`config.mk`:
```
export PLATFORM = sky130hd
export DESIGN_NAME = midi_serial_byte_parser_unit
export DESIGN_NICKNAME = d
export VERILOG_FILES = /design/src/hdl/msbp_pkg.sv /design/src/hdl/msbp_decode.sv /design/src/hdl/msbp_out_stage.sv /design/src/hdl/midi_serial_byte_parser_unit.sv
export SDC_FILE = /design/constraint.sdc
export NUM_CORES = 1
export LEC_CHECK = 0
export BUFFER_PORTS_ARGS = -buffer_cell sky130_fd_sc_hd__buf_2
export CAP_MARGIN = 20
export CORE_ASPECT_RATIO = 1.75
export CORE_MARGIN = 2
export CORE_UTILIZATION = 55
export CTS_CLUSTER_SIZE = 25
export DETAILED_ROUTE_END_ITERATION = 8
export PLACE_DENSITY = 0.83
export SLEW_MARGIN = 10
export SYNTH_ARGS = -nofsm -noshare
export SYNTH_HDL_FRONTEND = slang
export SYNTH_SLANG_ARGS = --single-unit
```
`constraint.sdc`:
```
create_clock -name aclk -period 6.6 [get_ports aclk]
set_input_delay 1.65 -clock aclk [delete_from_list [all_inputs] [get_ports aclk]]
set_output_delay 1.65 -clock aclk [all_outputs]
set_load 0.005 [all_outputs]
```
`src/hdl/msbp_pkg.sv`:
```
`default_nettype none

package msbp_pkg;

    localparam int BYTE_W = 8;

    // data bytes still expected after a status byte
    localparam logic [1:0] EXP_SINGLE = 2'd0;
    localparam logic [1:0] EXP_ONE    = 2'd1;
    localparam logic [1:0] EXP_TWO    = 2'd2;
    localparam logic [1:0] EXP_ABSORB = 2'd3;

    // data bytes collected so far
    localparam logic [1:0] CNT_NONE = 2'd0;
    localparam logic [1:0] CNT_ONE  = 2'd1;
    localparam logic [1:0] CNT_IDLE = 2'd3;

    localparam int         STATUS_BIT = 7;
    localparam logic [2:0] SYS_GROUP  = 3'h7;

    typedef logic [BYTE_W-1:0] midi_byte_t;

    typedef struct packed {
        midi_byte_t data2;
        midi_byte_t data1;
        midi_byte_t status;
    } midi_msg_t;

    typedef struct packed {
        midi_msg_t  held;
        logic [1:0] collected;
        logic [1:0] expected;
    } parse_state_t;

    function automatic logic [1:0] chan_expect(input logic [2:0] group);
        logic [1:0] exp;
        unique case (group)
            3'h4, 3'h5: exp = EXP_ONE;
            3'h7:       exp = EXP_SINGLE;
            default:    exp = EXP_TWO;
        endcase
        return exp;
    endfunction

    function automatic logic [1:0] sys_expect(input logic [3:0] code);
        logic [1:0] exp;
        unique case (code)
            4'h0:       exp = EXP_ABSORB;
            4'h1, 4'h3: exp = EXP_ONE;
            4'h2, 4'hF: exp = EXP_TWO;
            default:    exp = EXP_SINGLE;
        endcase
        return exp;
    endfunction

endpackage

`default_nettype wire

```
`src/hdl/msbp_decode.sv`:
```
`default_nettype none

module msbp_decode (
    input  msbp_pkg::midi_byte_t   rx_byte,
    input  msbp_pkg::parse_state_t cur,
    output msbp_pkg::parse_state_t nxt,
    output logic                   emit,
    output msbp_pkg::midi_msg_t    msg
);
    import msbp_pkg::*;

    logic [2:0] group;
    logic [1:0] exp;

    assign group = rx_byte[6:4];
    assign exp   = (group == SYS_GROUP) ? sys_expect(rx_byte[3:0]) : chan_expect(group);

    always_comb begin
        nxt  = cur;
        emit = 1'b0;
        if (rx_byte[STATUS_BIT]) begin
            nxt.held.status = rx_byte;
            if (group == SYS_GROUP && exp == EXP_SINGLE) begin
                nxt.held.data1 = '0;
                nxt.held.data2 = '0;
                emit           = 1'b1;
            end else begin
                nxt.expected  = exp;
                nxt.collected = CNT_NONE;
            end
        end else begin
            unique case (cur.collected)
                CNT_NONE: begin
                    nxt.held.data1 = rx_byte;
                    if (cur.expected == EXP_ONE) begin
                        nxt.held.data2 = '0;
                        emit           = 1'b1;
                    end else begin
                        nxt.collected = CNT_ONE;
                    end
                end
                CNT_ONE: begin
                    nxt.held.data2 = rx_byte;
                    if (cur.expected == EXP_TWO) begin
                        emit          = 1'b1;
                        nxt.collected = CNT_NONE;
                    end
                end
                default: begin
                    nxt = cur;
                end
            endcase
        end
    end

    assign msg = nxt.held;

endmodule

`default_nettype wire

```
`src/hdl/msbp_out_stage.sv`:
```
`default_nettype none

module msbp_out_stage (
    input  wire                  aclk,
    input  wire                  aresetn,
    input  wire                  load,
    input  msbp_pkg::midi_msg_t  load_msg,
    output logic                 free,
    output logic                 m_tvalid,
    input  wire                  m_tready,
    output logic [23:0]          m_tdata    // msg_status, msg_data1, msg_data2
);
    import msbp_pkg::*;

    logic      valid_reg, valid_next;
    midi_msg_t msg_reg;

    assign free       = !valid_reg || m_tready;
    assign valid_next = load || (valid_reg && !m_tready);

    always_ff @(posedge aclk) begin
        if (!aresetn) begin
            valid_reg <= 1'b0;
        end else begin
            valid_reg <= valid_next;
        end
    end

    always_ff @(posedge aclk) begin
        if (load) begin
            msg_reg <= load_msg;
        end
    end

    assign m_tvalid = valid_reg;
    assign m_tdata  = msg_reg;

endmodule

`default_nettype wire

```
`src/hdl/midi_serial_byte_parser_unit.sv`:
```
`default_nettype none

// channel | dir | handshake          | payload
// s_      | in  | s_tvalid/s_tready  | s_tdata[7:0]  rx_byte
// m_      | out | m_tvalid/m_tready  | m_tdata[23:0] status, data1, data2
//
// One byte a cycle when no stalled result holds an emitting byte: input register,
// one decode step, result register; messages are shown from the result register.
// Synchronous active-low reset clears the valid flags and enters idle, absorb mode.
// A stalled result holds the decode step; bytes that emit nothing still advance.

module midi_serial_byte_parser_unit (
    input  wire         aclk,
    input  wire         aresetn,
    input  wire         s_tvalid,
    output logic        s_tready,
    input  wire  [7:0]  s_tdata,    // rx_byte
    output logic        m_tvalid,
    input  wire         m_tready,
    output logic [23:0] m_tdata     // msg_status, msg_data1, msg_data2
);
    import msbp_pkg::*;

    logic         in_valid_reg, in_valid_next;
    midi_byte_t   in_byte_reg;
    logic [1:0]   collected_reg;
    logic [1:0]   expected_reg;
    midi_msg_t    held_reg;
    parse_state_t cur, nxt;
    logic         emit, consume, out_free;
    midi_msg_t    msg;

    assign cur = {held_reg, collected_reg, expected_reg};

    msbp_decode u_decode (
        .rx_byte (in_byte_reg),
        .cur     (cur),
        .nxt     (nxt),
        .emit    (emit),
        .msg     (msg)
    );

    assign consume       = in_valid_reg && (!emit || out_free);
    assign s_tready      = !in_valid_reg || consume;
    assign in_valid_next = (s_tvalid && s_tready) || (in_valid_reg && !consume);

    always_ff @(posedge aclk) begin
        if (!aresetn) begin
            in_valid_reg  <= 1'b0;
            collected_reg <= CNT_IDLE;
            expected_reg  <= EXP_ABSORB;
        end else begin
            in_valid_reg <= in_valid_next;
            if (consume) begin
                collected_reg <= nxt.collected;
                expected_reg  <= nxt.expected;
            end
        end
    end

    always_ff @(posedge aclk) begin
        if (s_tvalid && s_tready) begin
            in_byte_reg <= s_tdata;
        end
        if (consume) begin
            held_reg <= nxt.held;
        end
    end

    msbp_out_stage u_out (
        .aclk     (aclk),
        .aresetn  (aresetn),
        .load     (consume && emit),
        .load_msg (msg),
        .free     (out_free),
        .m_tvalid (m_tvalid),
        .m_tready (m_tready),
        .m_tdata  (m_tdata)
    );

`ifndef NO_ASSERTIONS
    a_cnt_legal: assert property (@(posedge aclk) disable iff (!aresetn)
        collected_reg != 2'd2)
        else $error("collected count reached an unused code");

    a_one_no_wait: assert property (@(posedge aclk) disable iff (!aresetn)
        collected_reg == CNT_ONE |-> expected_reg != EXP_ONE)
        else $error("one data byte held while only one expected");

    a_emit_shown: assert property (@(posedge aclk) disable iff (!aresetn)
        consume && emit |=> m_tvalid)
        else $error("emitted message not shown");

    a_hold_byte: assert property (@(posedge aclk) disable iff (!aresetn)
        in_valid_reg && !consume |=> in_valid_reg && $stable(in_byte_reg))
        else $error("stalled byte lost");
`endif

endmodule

`default_nettype wire
```
# Yosys cells after proc, flatten, opt, wreduce, memory -nomap -nowiden
# Index checks and enable logic that the tools add are counted.
# W data, S select, Z words.
# totals
register_bits	62
input_bits	12
output_inout_bits	26
wordCells	67
# op_classes
n_eq_ne	13
muxes	17
bitwise	1
reduce_logical	25
# op_table
op	n
$mux W28	1
$mux W16	1
$mux W8	2
$pmux W8 S2	1
$eq A3 B3 Y1 const B	3
$eq A4 B2 Y1 const B	2
$mux W2	4
$logic_and A1 B1 Y1	6
$pmux W2 S3	1
$reduce_or A2 Y1	3
$logic_not A1 Y1	5
$logic_or A1 B1 Y1	5
$reduce_and A5 Y1	1
$eq A2 B1 Y1 const B	2
$eq A4 B1 Y1 const B	1
$eq A4 B4 Y1 const B	1
$logic_not A2 Y1	2
$logic_not A4 Y1	1
$mux W1	4
$mux W4	1
$pmux W2 S2	1
$ne A3 B2 Y1 const B	1
$ne A3 B3 Y1 const B	1
$reduce_and A3 Y1	1
other kinds (5)	5

# Logic depth before layout (Yosys ltp)
# depth
ltp_word	14
depth_mapped	5
ltp_nobuf	4

# Cells and area by module
# Synthesis repeated with hierarchy kept, for this count alone.
# unflattened
cells_unflattened	192
hier_area_um2	2773.9
# by_module_without_submodules
module	instances	cells_each	area_each_um2	seq_area_each_um2
midi_serial_byte_parser_unit	1	58	1192.4	1061.0
msbp_decode	1	106	812.0	0.0
msbp_out_stage	1	28	769.5	740.7

# Worst setup path before layout
# Ideal clock, no wire load.
# synth_timing
kind	input to register
startpoint	input m_tready
endpoint	register held_reg, in the netlist cur[10], enable pin
setup_ns	0.442
arrival_time_ns	3.548
required_ns	6.158
setup_slack_ns	2.610
stages	2
n_path_buf	0
path_cell_list	nor2b_1 > a21boi_0
# synth_via
elab_chain_len	3
# synth_lines
item	line_no	rtl
from (decl)	midi_serial_byte_parser_unit.sv:19	input wire m_tready,
$logic_or A1 B1 Y1	msbp_out_stage.sv:18	assign free = !valid_reg || m_tready;
$logic_or A1 B1 Y1	midi_serial_byte_parser_unit.sv:43	assign consume = in_valid_reg && (!emit || out_free);
$logic_and A1 B1 Y1	midi_serial_byte_parser_unit.sv:43	
via consume	midi_serial_byte_parser_unit.sv:30	logic emit, consume, out_free;
to (signal assigned)	midi_serial_byte_parser_unit.sv:66	held_reg <= nxt.held;
to (decl)	midi_serial_byte_parser_unit.sv:28	midi_msg_t held_reg;
# The timed path passes the listed nets, and every way through them passes these cells.
# A chain may end at the register's enable or synchronous reset.

# Final worst setup path
# layout_timing
startpoint	input m_tready
endpoint	output s_tready
# layout_via
elab_chain_len	4
# layout_lines
item	line_no	rtl
$logic_or A1 B1 Y1	msbp_out_stage.sv:18	
$logic_or A1 B1 Y1	midi_serial_byte_parser_unit.sv:43	
$logic_and A1 B1 Y1	midi_serial_byte_parser_unit.sv:43	
$logic_or A1 B1 Y1	midi_serial_byte_parser_unit.sv:44	assign s_tready = !in_valid_reg || consume;
to (decl)	midi_serial_byte_parser_unit.sv:16	output logic s_tready,
# Every way passes these cells.

==> out/metrics.csv <==
metric;value;unit
cpMostUsedCell;buf_2;
die_y;89.75;um
use_met2;0.3052;
cts_resized;0;
cts_tree;built;
clock_insertion_delay_worst_skew;330;ps
path_class;input port to output port;
overflow;0;
dr.pass1.iters;4;
timing.final.crit_share;0.6147;
crit-reg2reg-launch;in_byte_reg[2];
yosysWarningCount;0;
status;completed;
post_cts_buffers;0;
slew_headroom;0.4833;
worst_pin_slew;771.4;ps
ys_types;29;
fin_skew;7.719;ps
drt_iter0_drc;86;
remaining_drc_errors;0;
dieArea;4757;um2
vias_per_cell;5.889;
pwr_density_cell;290.0;nW/um2
critPathMaxFanout;7;
place.gp.congestion;0.9183;
startpoint;m_tready;
r2r_cells;5;
coreArea;4073;um2
fin_area;2759;um2
port_buffers;37;
place_hpwl;2864;um
async_reset_ff_frac;0;
rsz0062_at_grt;no;
grt_pass1_vias;1305;
synth_seq_cells;62;
arrival;2410;ps
yosys_most_used_dff;edfxtp_1;
syn_inst;133;
postLayoutCoreUtil;0.6774;
grt_max_degree;25;
p_total;0.8002;mW
cp_num_buf_inv;2;
die_w;53;um
critPathMaxStageDelay;370;ps
grt_util_met3;0.06146;
synth_edf_count;56;
hold_viol;0;
ios;38;
period_minus_slack;4057;ps
netlist_area;2311;um2
met1_usage;0.2395;
critPathCaptureType;output port;
grt_pass1_wl;6561;um
post-place-ws;2548;ps
drive_above_1_share;0.3333;
cts_buffer_depth;2;
cts.htree.levels;3;
final_nets;193;
rrSetupSlack;4200;ps
fin_tns_setup;0;ps
n_antenna_cell;0;
cts_hold_buf;0;
min_path_cells;2;
grt_usage;0.1967;
critPathTopFamily;simple AND/OR/NAND/NOR gates;
hold_start;collected_reg[1];
rows;31;
vias;1384;
numCtsBuffers;9;
setup_viol;0;
start_util;0.5674;
reg2reg_to;cur[17];
clk_pin_slew;50;ps
critPathLaunchType;input port;
syn_avg_cell_area;17.38;um2
drv_cap;0;
antenna_found_initial;0;
critPathRequiredTime;4950;ps
critPathSlowestCell;nor2b_1;
clock-sinks;62;
leakagePower;1.049;nW
fmax;246.5;MHz
fin_ws;2543;ps
ir_drop;0.0002611;V
dpl_cell_area;2566;um2
hp-class;flop to flop;
wl_per_cell;17.66;um
routed_wl;4150;um
area_delta_synth_final;19.38;%
synth_nets;145;
busiest_layer;met2;
ant_nets;0;
whs_endpoint;collected_reg[1];
crit_chain;buf_2 > nor2b_1 > nand3_1 > buf_2;
clock-root-buffer;clkbuf_8;
drv_slew;0;
synth-seq-area-share;0.7796;
## routing by layer
metal | vias to the layer above | routed length, um
met5 | - | 0
met4 | 0 | 134
met3 | 13 | 336
met2 | 92 | 2161
met1 | 644 | 1516
li1 | 635 | -
## power breakdown
group / internal [mW] / switching [mW]
combinational: 0.0185 / 0.0210
sequential: 0.447 / 0.0143
clock: 0.175 / 0.125
## cells in the final DEF (no fill, tap or decap), types with 5 or more instances in the layout
master    instances
mux2_2            7
edfxtp_1         56
a22o_1           15
clkbuf_8          9
buf_2            37
a31oi_1           5
dfxtp_1           6
clkbuf_1          5
inv_1             5
nand2_1           8
## cell type report
class	count	area, um2
Clock buffer	14	142.6
Sequential cell	62	1802
Clock inverter	2	35.03
Fill cell	285	1314
Multi-Input combinational cell	64	484.2
Timing Repair Buffer	39	215.2
Tap cell	49	61.31
Inverter	5	18.77
## metrics by stage
| step | instances | hold WS (ps) |
|---|---|---|
| 2_1_floorplan | 133 | 459.2 |
| 3_3_place_gp | 217 | 474.8 |
| 3_5_place_dp | 218 | 487.4 |
| 4_1_cts | 234 | 496.7 |
| 5_1_grt | 235 | 515.5 |
| 6_report | 235 | 494.6 |
## worst reg2reg max path: stages (launching register included)
cell and delay, ps:
edfxtp_1 490, o2111a_1 350, nand3_1 130, a21bo_2 280, a21boi_2 610, buf_8 250
## synthesized netlist by cell type (3+ instances only)
master | instances | area, um2
a22o_1 | 15 | 131.4
a31oi_1 | 5 | 31.28
and2_1 | 4 | 25.02
dfxtp_1 | 6 | 120.1
edfxtp_1 | 56 | 1682
inv_1 | 5 | 18.77
mux2_2 | 7 | 78.83
nand2_1 | 8 | 30.03
nand3_1 | 3 | 15.01
## cells by family (layout without fill, tap and decap cells)
logic type / count (synthesis) / count (layout) / synth area share
compound gates: 32 / 32 / 0.1164
buf+inv: 7 / 60 / 0.01245
flops: 62 / 62 / 0.7796
mux: 7 / 7 / 0.03411
simple gates: 25 / 25 / 0.05739
## how the worst max path moves through the flow
stage	to	slack [ps]	cells past startpoint
global route	s_tready	2450	4
detailed placement	s_tready	2550	4
global placement	s_tready	2640	4
floorplan	cur[10]	2610	2
finish	s_tready	2540	4
CTS	s_tready	2550	4
No activity file was read; power rests on OpenSTA's default activity.
